--- config.mk ---
export PLATFORM = sky130hd
export DESIGN_NAME = sorted_priority_queue
export DESIGN_NICKNAME = d
export VERILOG_FILES = /design/src/hdl/spq_pkg.sv /design/src/hdl/spq_cell.sv /design/src/hdl/sorted_priority_queue.sv
export SDC_FILE = /design/constraint.sdc
export NUM_CORES = 2
export LEC_CHECK = 0
export BUFFER_PORTS_ARGS = -buffer_cell sky130_fd_sc_hd__buf_2
export CAP_MARGIN = 15
export CORE_MARGIN = 5
export CORE_UTILIZATION = 40
export CTS_CLUSTER_DIAMETER = 80
export CTS_CLUSTER_SIZE = 10
export DETAILED_ROUTE_END_ITERATION = 6
export MAX_ROUTING_LAYER = met4
export PLACE_DENSITY = 0.59
export SLEW_MARGIN = 30
export SYNTH_ARGS = -nofsm -noshare
export SYNTH_HDL_FRONTEND = slang
export SYNTH_SLANG_ARGS = --single-unit
--- constraint.sdc ---
create_clock -name clock -period 4.6 [get_ports clock]
set_input_delay 0.23 -clock clock [delete_from_list [all_inputs] [get_ports clock]]
set_output_delay 0.23 -clock clock [all_outputs]
set_load 0.1 [all_outputs]
--- src/hdl/spq_pkg.sv ---
// Package for the sorted priority queue: sizes, codes and shared types.
`timescale 1ns / 1ps
package spq_pkg;

   localparam int DEPTH       = 16;
   localparam int VALUE_WIDTH = 32;
   localparam int COUNT_WIDTH = $clog2(DEPTH + 1);

   typedef logic signed [VALUE_WIDTH-1:0] value_type;
   typedef logic [COUNT_WIDTH-1:0]        count_type;

   typedef enum logic {
      OP_PUSH = 1'b0,
      OP_POP  = 1'b1
   } op_type;

   typedef enum logic [1:0] {
      ERR_OK    = 2'd0,
      ERR_FULL  = 2'd1,
      ERR_EMPTY = 2'd2
   } err_type;

   typedef struct packed {
      logic push_en;
      logic pop_en;
   } cell_ctl_type;

endpackage

--- src/hdl/spq_cell.sv ---
// One storage cell of the sorted chain; cell 0 holds the largest value.
`timescale 1ns / 1ps
module spq_cell (
   input  logic                 clock,
   input  spq_pkg::cell_ctl_type ctl,
   input  spq_pkg::value_type   new_value,
   input  logic                 occupied,
   input  logic                 prev_gt,
   input  spq_pkg::value_type   prev_value,
   input  spq_pkg::value_type   next_value,
   output logic                 gt,
   output spq_pkg::value_type   value_q,
   output spq_pkg::value_type   value_next
);
   import spq_pkg::*;

   value_type value_ff;
   value_type value_in;

   // New value goes in ahead of this entry when larger, or when the cell is free.
   assign gt = !occupied || (new_value > value_ff);

   always_comb begin
      value_in = value_ff;
      if (ctl.push_en) begin
         if (prev_gt) begin
            value_in = prev_value;
         end else if (gt) begin
            value_in = new_value;
         end
      end else if (ctl.pop_en) begin
         value_in = next_value;
      end
   end

   always_ff @(posedge clock) begin
      value_ff <= value_in;
   end

   assign value_q    = value_ff;
   assign value_next = value_in;

endmodule

--- src/hdl/sorted_priority_queue.sv ---
// Top level: sorted max-priority queue built as a chain of compare-and-shift cells.
// The response strobe is registered and comes in the cycle after a transaction is accepted.
// Throughput: one push or pop every cycle; all cells compare against the new value
// in parallel and shift by one position, so busy stays low.
// Reset clears the entry count and the response strobe only; cell contents stay undefined until written.
// The receiver cannot stall; each response is valid for exactly one cycle.
`timescale 1ns / 1ps
module sorted_priority_queue (
   input  logic                      clock,
   input  logic                      reset,
   input  logic                      start,
   output logic                      busy,
   input  logic                      req_operation,
   input  logic signed [31:0]        req_value,
   output logic                      rsp_strobe,
   output logic signed [31:0]        rsp_popped_value,
   output logic signed [31:0]        rsp_top_value,
   output logic                      rsp_top_valid,
   output logic [4:0]                rsp_entry_count,
   output logic [1:0]                rsp_error_code
);
   import spq_pkg::*;

   count_type    count_ff, count_in;
   logic         accept, push_ok, pop_ok, is_full, is_empty;
   cell_ctl_type ctl;
   err_type      err_in;

   value_type val_q    [DEPTH];
   value_type val_next [DEPTH];
   logic [DEPTH-1:0] gt;
   logic [DEPTH-1:0] occ;

   logic      strobe_ff;
   value_type popped_ff, top_ff;
   logic      top_valid_ff;
   count_type count_rsp_ff;
   err_type   err_ff;

   assign busy     = 1'b0;
   assign accept   = start && !busy;
   assign is_full  = (count_ff == count_type'(DEPTH));
   assign is_empty = (count_ff == '0);
   assign push_ok  = accept && (op_type'(req_operation) == OP_PUSH) && !is_full;
   assign pop_ok   = accept && (op_type'(req_operation) == OP_POP) && !is_empty;

   assign ctl.push_en = push_ok;
   assign ctl.pop_en  = pop_ok;

   always_comb begin
      count_in = count_ff;
      if (push_ok) begin
         count_in = count_ff + count_type'(1);
      end else if (pop_ok) begin
         count_in = count_ff - count_type'(1);
      end
   end

   always_comb begin
      err_in = ERR_OK;
      if (accept && (op_type'(req_operation) == OP_PUSH) && is_full) begin
         err_in = ERR_FULL;
      end else if (accept && (op_type'(req_operation) == OP_POP) && is_empty) begin
         err_in = ERR_EMPTY;
      end
   end

   genvar gi;
   generate
      for (gi = 0; gi < DEPTH; gi++) begin : g_cell
         assign occ[gi] = (count_type'(gi) < count_ff);
         spq_cell u_cell (
            .clock      (clock),
            .ctl        (ctl),
            .new_value  (value_type'(req_value)),
            .occupied   (occ[gi]),
            .prev_gt    ((gi == 0) ? 1'b0 : gt[(gi == 0) ? 0 : gi - 1]),
            .prev_value (val_q[(gi == 0) ? 0 : gi - 1]),
            .next_value (val_q[(gi == DEPTH - 1) ? gi : gi + 1]),
            .gt         (gt[gi]),
            .value_q    (val_q[gi]),
            .value_next (val_next[gi])
         );
      end
   endgenerate

   always_ff @(posedge clock) begin
      if (reset) begin
         count_ff  <= '0;
         strobe_ff <= 1'b0;
      end else begin
         count_ff  <= count_in;
         strobe_ff <= accept;
      end
   end

   always_ff @(posedge clock) begin
      popped_ff    <= pop_ok ? val_q[0] : '0;
      top_ff       <= (count_in != '0) ? val_next[0] : '0;
      top_valid_ff <= (count_in != '0);
      count_rsp_ff <= count_in;
      err_ff       <= err_in;
   end

   assign rsp_strobe       = strobe_ff;
   assign rsp_popped_value = 32'(popped_ff);
   assign rsp_top_value    = 32'(top_ff);
   assign rsp_top_valid    = top_valid_ff;
   assign rsp_entry_count  = 5'(count_rsp_ff);
   assign rsp_error_code   = 2'(err_ff);

   a_count_bound : assert property (@(posedge clock) disable iff (reset)
      count_ff <= count_type'(DEPTH))
      else $error("entry count beyond depth");

   a_strobe_follows : assert property (@(posedge clock) disable iff (reset)
      accept |=> rsp_strobe)
      else $error("accepted transaction without response");

   a_full_error : assert property (@(posedge clock) disable iff (reset)
      (rsp_strobe && err_ff == ERR_FULL) |-> count_rsp_ff == count_type'(DEPTH))
      else $error("full error with room left");

   a_empty_error : assert property (@(posedge clock) disable iff (reset)
      (rsp_strobe && err_ff == ERR_EMPTY) |-> !rsp_top_valid)
      else $error("empty error with entries stored");

   a_order : assert property (@(posedge clock) disable iff (reset)
      (count_ff >= count_type'(2)) |-> val_q[0] >= val_q[1])
      else $error("cell order broken");

endmodule

==> metrics.txt <==
Die H=328 um; top cells by area, synth=edfxtp_1 (36%), ha_1 (16%), mux2i_1 (5.9%), dfxtp_1 (5.5%), a21oi_1 (5.0%); maximum clock frequency=272 MHz; setup TNS=0 ps; Final setup viols=0; clock-pin slew on the worst setup and hold paths=50 ps; worst-path maximum fanout=32; required time worst endpoint=4950 ps; CTS resizes=0; drt wl/cell=20.5 um; synth unique cells=73; worst hold start=req_value[15]; DP Wirelength=88200 um; status=finished clean; CP arrival=4030 ps; post-synthesis mux area share=7.67%; min Tclk post-route=3680 ps; final global-route overflow total=0; cell leakage power=19.9 nW; Post-synth EDFFs=480; CP most frequent cell=buf_4; post-synthesis cell area=40300 um^2; reg2reg end=g_cell[4].u_cell.value_q[25]$_DFFE_PP_; Slew HR=36.2%; Ports=110; total power=0.0177 W; antenna violations before repair=1; maximum number of pins on one net before global-route repair=167; IO Port Bufs=108; Synth Area in Adders=16.0%; peak supply drop=0.487 mV; Yosys top cell area share=35.7%; fin crit share=80.0%; Row Count=116; Synth Area in XOR/XNOR=0.0651%; Post-Route WL=115000 um; cell taking the most area after synthesis=edfxtp_1; GRT Resource Usage Total=21.3%; combinational family with the most area after synthesis=adder cells; synthesized area per cell=9.61 um^2; Max Slew Vio Count=0; cell area power density=393 nW/um^2; GPL Wtd Cong=0.895; syn nets=4746; post-synthesis simple-gate area fraction=12.5%; R2R cell count=12; Max Root-Sink Buffers=3; CTS Hold Bufs=5; DRT iter0 DRCs=2700; CP Launch Type=input pin; Via Count=31.9k; Filler cells=9584; top_reg_cell synth=edfxtp_1; Crit Path Category=in2reg; asr flop ratio synth=0%; CP endpoint kind=flip-flop; cells along the critical path=dlygate4sd3_1, buf_2, buf_4, ha_1, nand4_1, or4_1, a21o_1, o211ai_1, a211oi_1, mux2i_1, o221a_2, buf_4, mux2_1; DIE WIDTH=328 um; drt drc=0; Slew @ Worst Pin=956 ps; clock sink total=590; layout cell share with drive strength beyond 1=9.39%; Critical R2R Launch=g_cell[3].u_cell.value_q[15]$_DFFE_PP_; core outline area=100000 um^2; total CTS buffers=69; vias in the first global route=30.5k; Area Overhead vs Synth=11.5%; register area share after synthesis=41.2%; TritonCTS clock tree=built; final net count=4827; Final Hold Viols=0; area of the multi-input gates=20900 um^2; root buf cell=clkbuf_16; router iterations before antenna repair=6; clk_skew=32.5 ps; area of the die=107000 um^2; Clk Latency, worst-skew pair=630 ps; flop2flop setup slack=1020 ps; YS warnings=0; RSZ-0062 raised after global routing=false; Yosys reg bits=590; min-delay worst type=in2reg; Hold Path Sink=g_cell[0].u_cell.value_q[15]$_DFF_P_; hold path cells=2; via density per instance=5.69; max-cap violations=0; critical path's slowest cell=or4_1; Cells after Synth=4195; Detail Route Antenna Nets=0; CTS H-tree lvls=3; Initial Util=40.3%; Synth Area in Compound Gates=15.0%; Post-CTS Setup Bufs=0; peak per-stage delay on the critical path=550 ps; first-pass GRT wire length=176000 um; sequential cell area=16600 um^2
[metrics by stage]
step           util [%]  instance area, um^2  hold slack [ps]  instances  setup slack, ps
6_report           44.9                45000             52.1       5613              922
5_1_grt            44.9                45000             46.4       5612              769
4_1_cts            44.9                45000            0.503       5611              953
3_5_place_dp       42.9                42900              480       5498              692
3_3_place_gp       42.9                42900              481       5498              732
2_1_floorplan         -                40300              302       4195              217
[synthesized netlist by cell type (4+ instances only)]
cell type  instances
inv_1            527
ha_1             515
edfxtp_1         480
a21oi_1          403
nand2_1          308
nor2_1           294
mux2i_1          236
nand3_1          217
o221ai_1         188
clkbuf_1         155
o21ai_0          142
dfxtp_1          110
nand4_1          101
buf_2             55
nor2b_1           54
mux2_2            43
a21o_1            34
o221a_1           28
nor4_1            26
o211ai_1          25
nor3_1            23
mux2_1            22
buf_1             15
nand2b_1          14
a211oi_1          12
and3_1            12
o21a_1            12
a2111o_1           9
buf_4              9
a31oi_1            8
o31ai_1            8
a2111oi_0          7
a221oi_1           7
and4_1             7
o32ai_1            7
or3_1              7
or4_1              7
a221o_1            5
o2bb2ai_1          5
o22ai_1            4
or2_2              4
[cell usage in the layout (no fill, tap or decap), types with 14 or more instances in the layout]
| cell type | Yosys | layout |
|---|---|---|
| ha_1 | 515 | 515 |
| clkbuf_1 | 155 | 30 |
| nand3_1 | 217 | 217 |
| nor2_1 | 294 | 286 |
| o221a_1 | 28 | 28 |
| buf_12 | 0 | 19 |
| nand2_1 | 308 | 308 |
| nand4_1 | 101 | 101 |
| nand2b_1 | 14 | 14 |
| o21ai_0 | 142 | 138 |
| mux2_1 | 22 | 22 |
| nor4_1 | 26 | 26 |
| mux2i_1 | 236 | 236 |
| clkbuf_16 | 0 | 71 |
| mux2_2 | 43 | 43 |
| nor2b_1 | 54 | 54 |
| nor3_1 | 23 | 23 |
| buf_4 | 9 | 117 |
| o221ai_1 | 188 | 188 |
| edfxtp_1 | 480 | 480 |
| o211ai_1 | 25 | 25 |
| inv_1 | 527 | 527 |
| buf_2 | 55 | 108 |
| dfxtp_1 | 110 | 110 |
| a21o_1 | 34 | 33 |
| a21oi_1 | 403 | 398 |
[worst max-delay path, delay by kind of cell]
family / cells / cell delay (ps)
buf+inv: 4 / 1400
compound gates: 4 / 760
simple gates: 2 / 720
mux: 2 / 540
fa+ha+maj: 1 / 340
[power by group]
part | switching, W | total, W | internal, W
clock | 0.00224 | 0.00509 | 0.00285
combinational | 0.00376 | 0.00540 | 0.00164
sequential | 0.000466 | 0.00718 | 0.00671
total | 0.00647 | 0.0177 | 0.0112
[how the worst max path moves through the flow]
stage                                           start                                 endpoint  slack, ps  depth (start not counted)
3_3_place_gp                             req_value[7]   g_cell[13].u_cell.value_q[3]$_DFFE_PP_        730                         11
3_5_place_dp                            req_value[25]  g_cell[14].u_cell.value_q[25]$_DFFE_PP_        690                         12
5_1_grt                                 req_value[13]  g_cell[10].u_cell.value_q[23]$_DFFE_PP_        770                         11
2_1_floorplan  g_cell[8].u_cell.value_q[28]$_DFFE_PP_    g_cell[8].u_cell.value_q[0]$_DFFE_PP_        220                         11
4_1_cts        g_cell[3].u_cell.value_q[15]$_DFFE_PP_    g_cell[4].u_cell.value_q[5]$_DFFE_PP_        950                         12
6_report                                req_value[13]  g_cell[13].u_cell.value_q[25]$_DFFE_PP_        920                         13
[layout make-up]
cell class / instances / area share, %
Clock inverter: 6 / 0.136
Multi-Input combinational cell: 2839 / 46.5
Clock buffer: 102 / 4.23
Antenna cell: 2 / 0.0111
Timing Repair Buffer: 249 / 4.11
Tap cell: 1298 / 3.61
Inverter: 527 / 4.40
Sequential cell: 590 / 37.0
[flip-flops by register name, summed over array words and instances, names as in the netlist]
name / cells
rsp_top_value: 32
rsp_entry_count: 5
count_ff: 5
rsp_popped_value: 32
rsp_strobe: 1
rsp_top_valid: 1
g_cell.u_cell.value_q: 512
rsp_error_code: 2
[cell families (layout without fill, tap and decap cells)]
| logic type | Yosys count | in the layout |
|---|---|---|
| compound gates | 931 | 931 |
| xor+xnor | 3 | 3 |
| fa+ha+maj | 515 | 515 |
| buf+inv | 766 | 884 |
| flops | 590 | 590 |
| mux | 301 | 301 |
| other cells | 1 | 3 |
| simple gates | 1088 | 1088 |
[layer usage]
| layer | GRT usage [%] | wire length [um] |
|---|---|---|
| met5 | - | 0 |
| met4 | 7.04 | 3910 |
| met3 | 2.32 | 6890 |
| met2 | 31.5 | 48400 |
| met1 | 30.7 | 55600 |
Note: power is estimated with default switching activity, not from simulation.
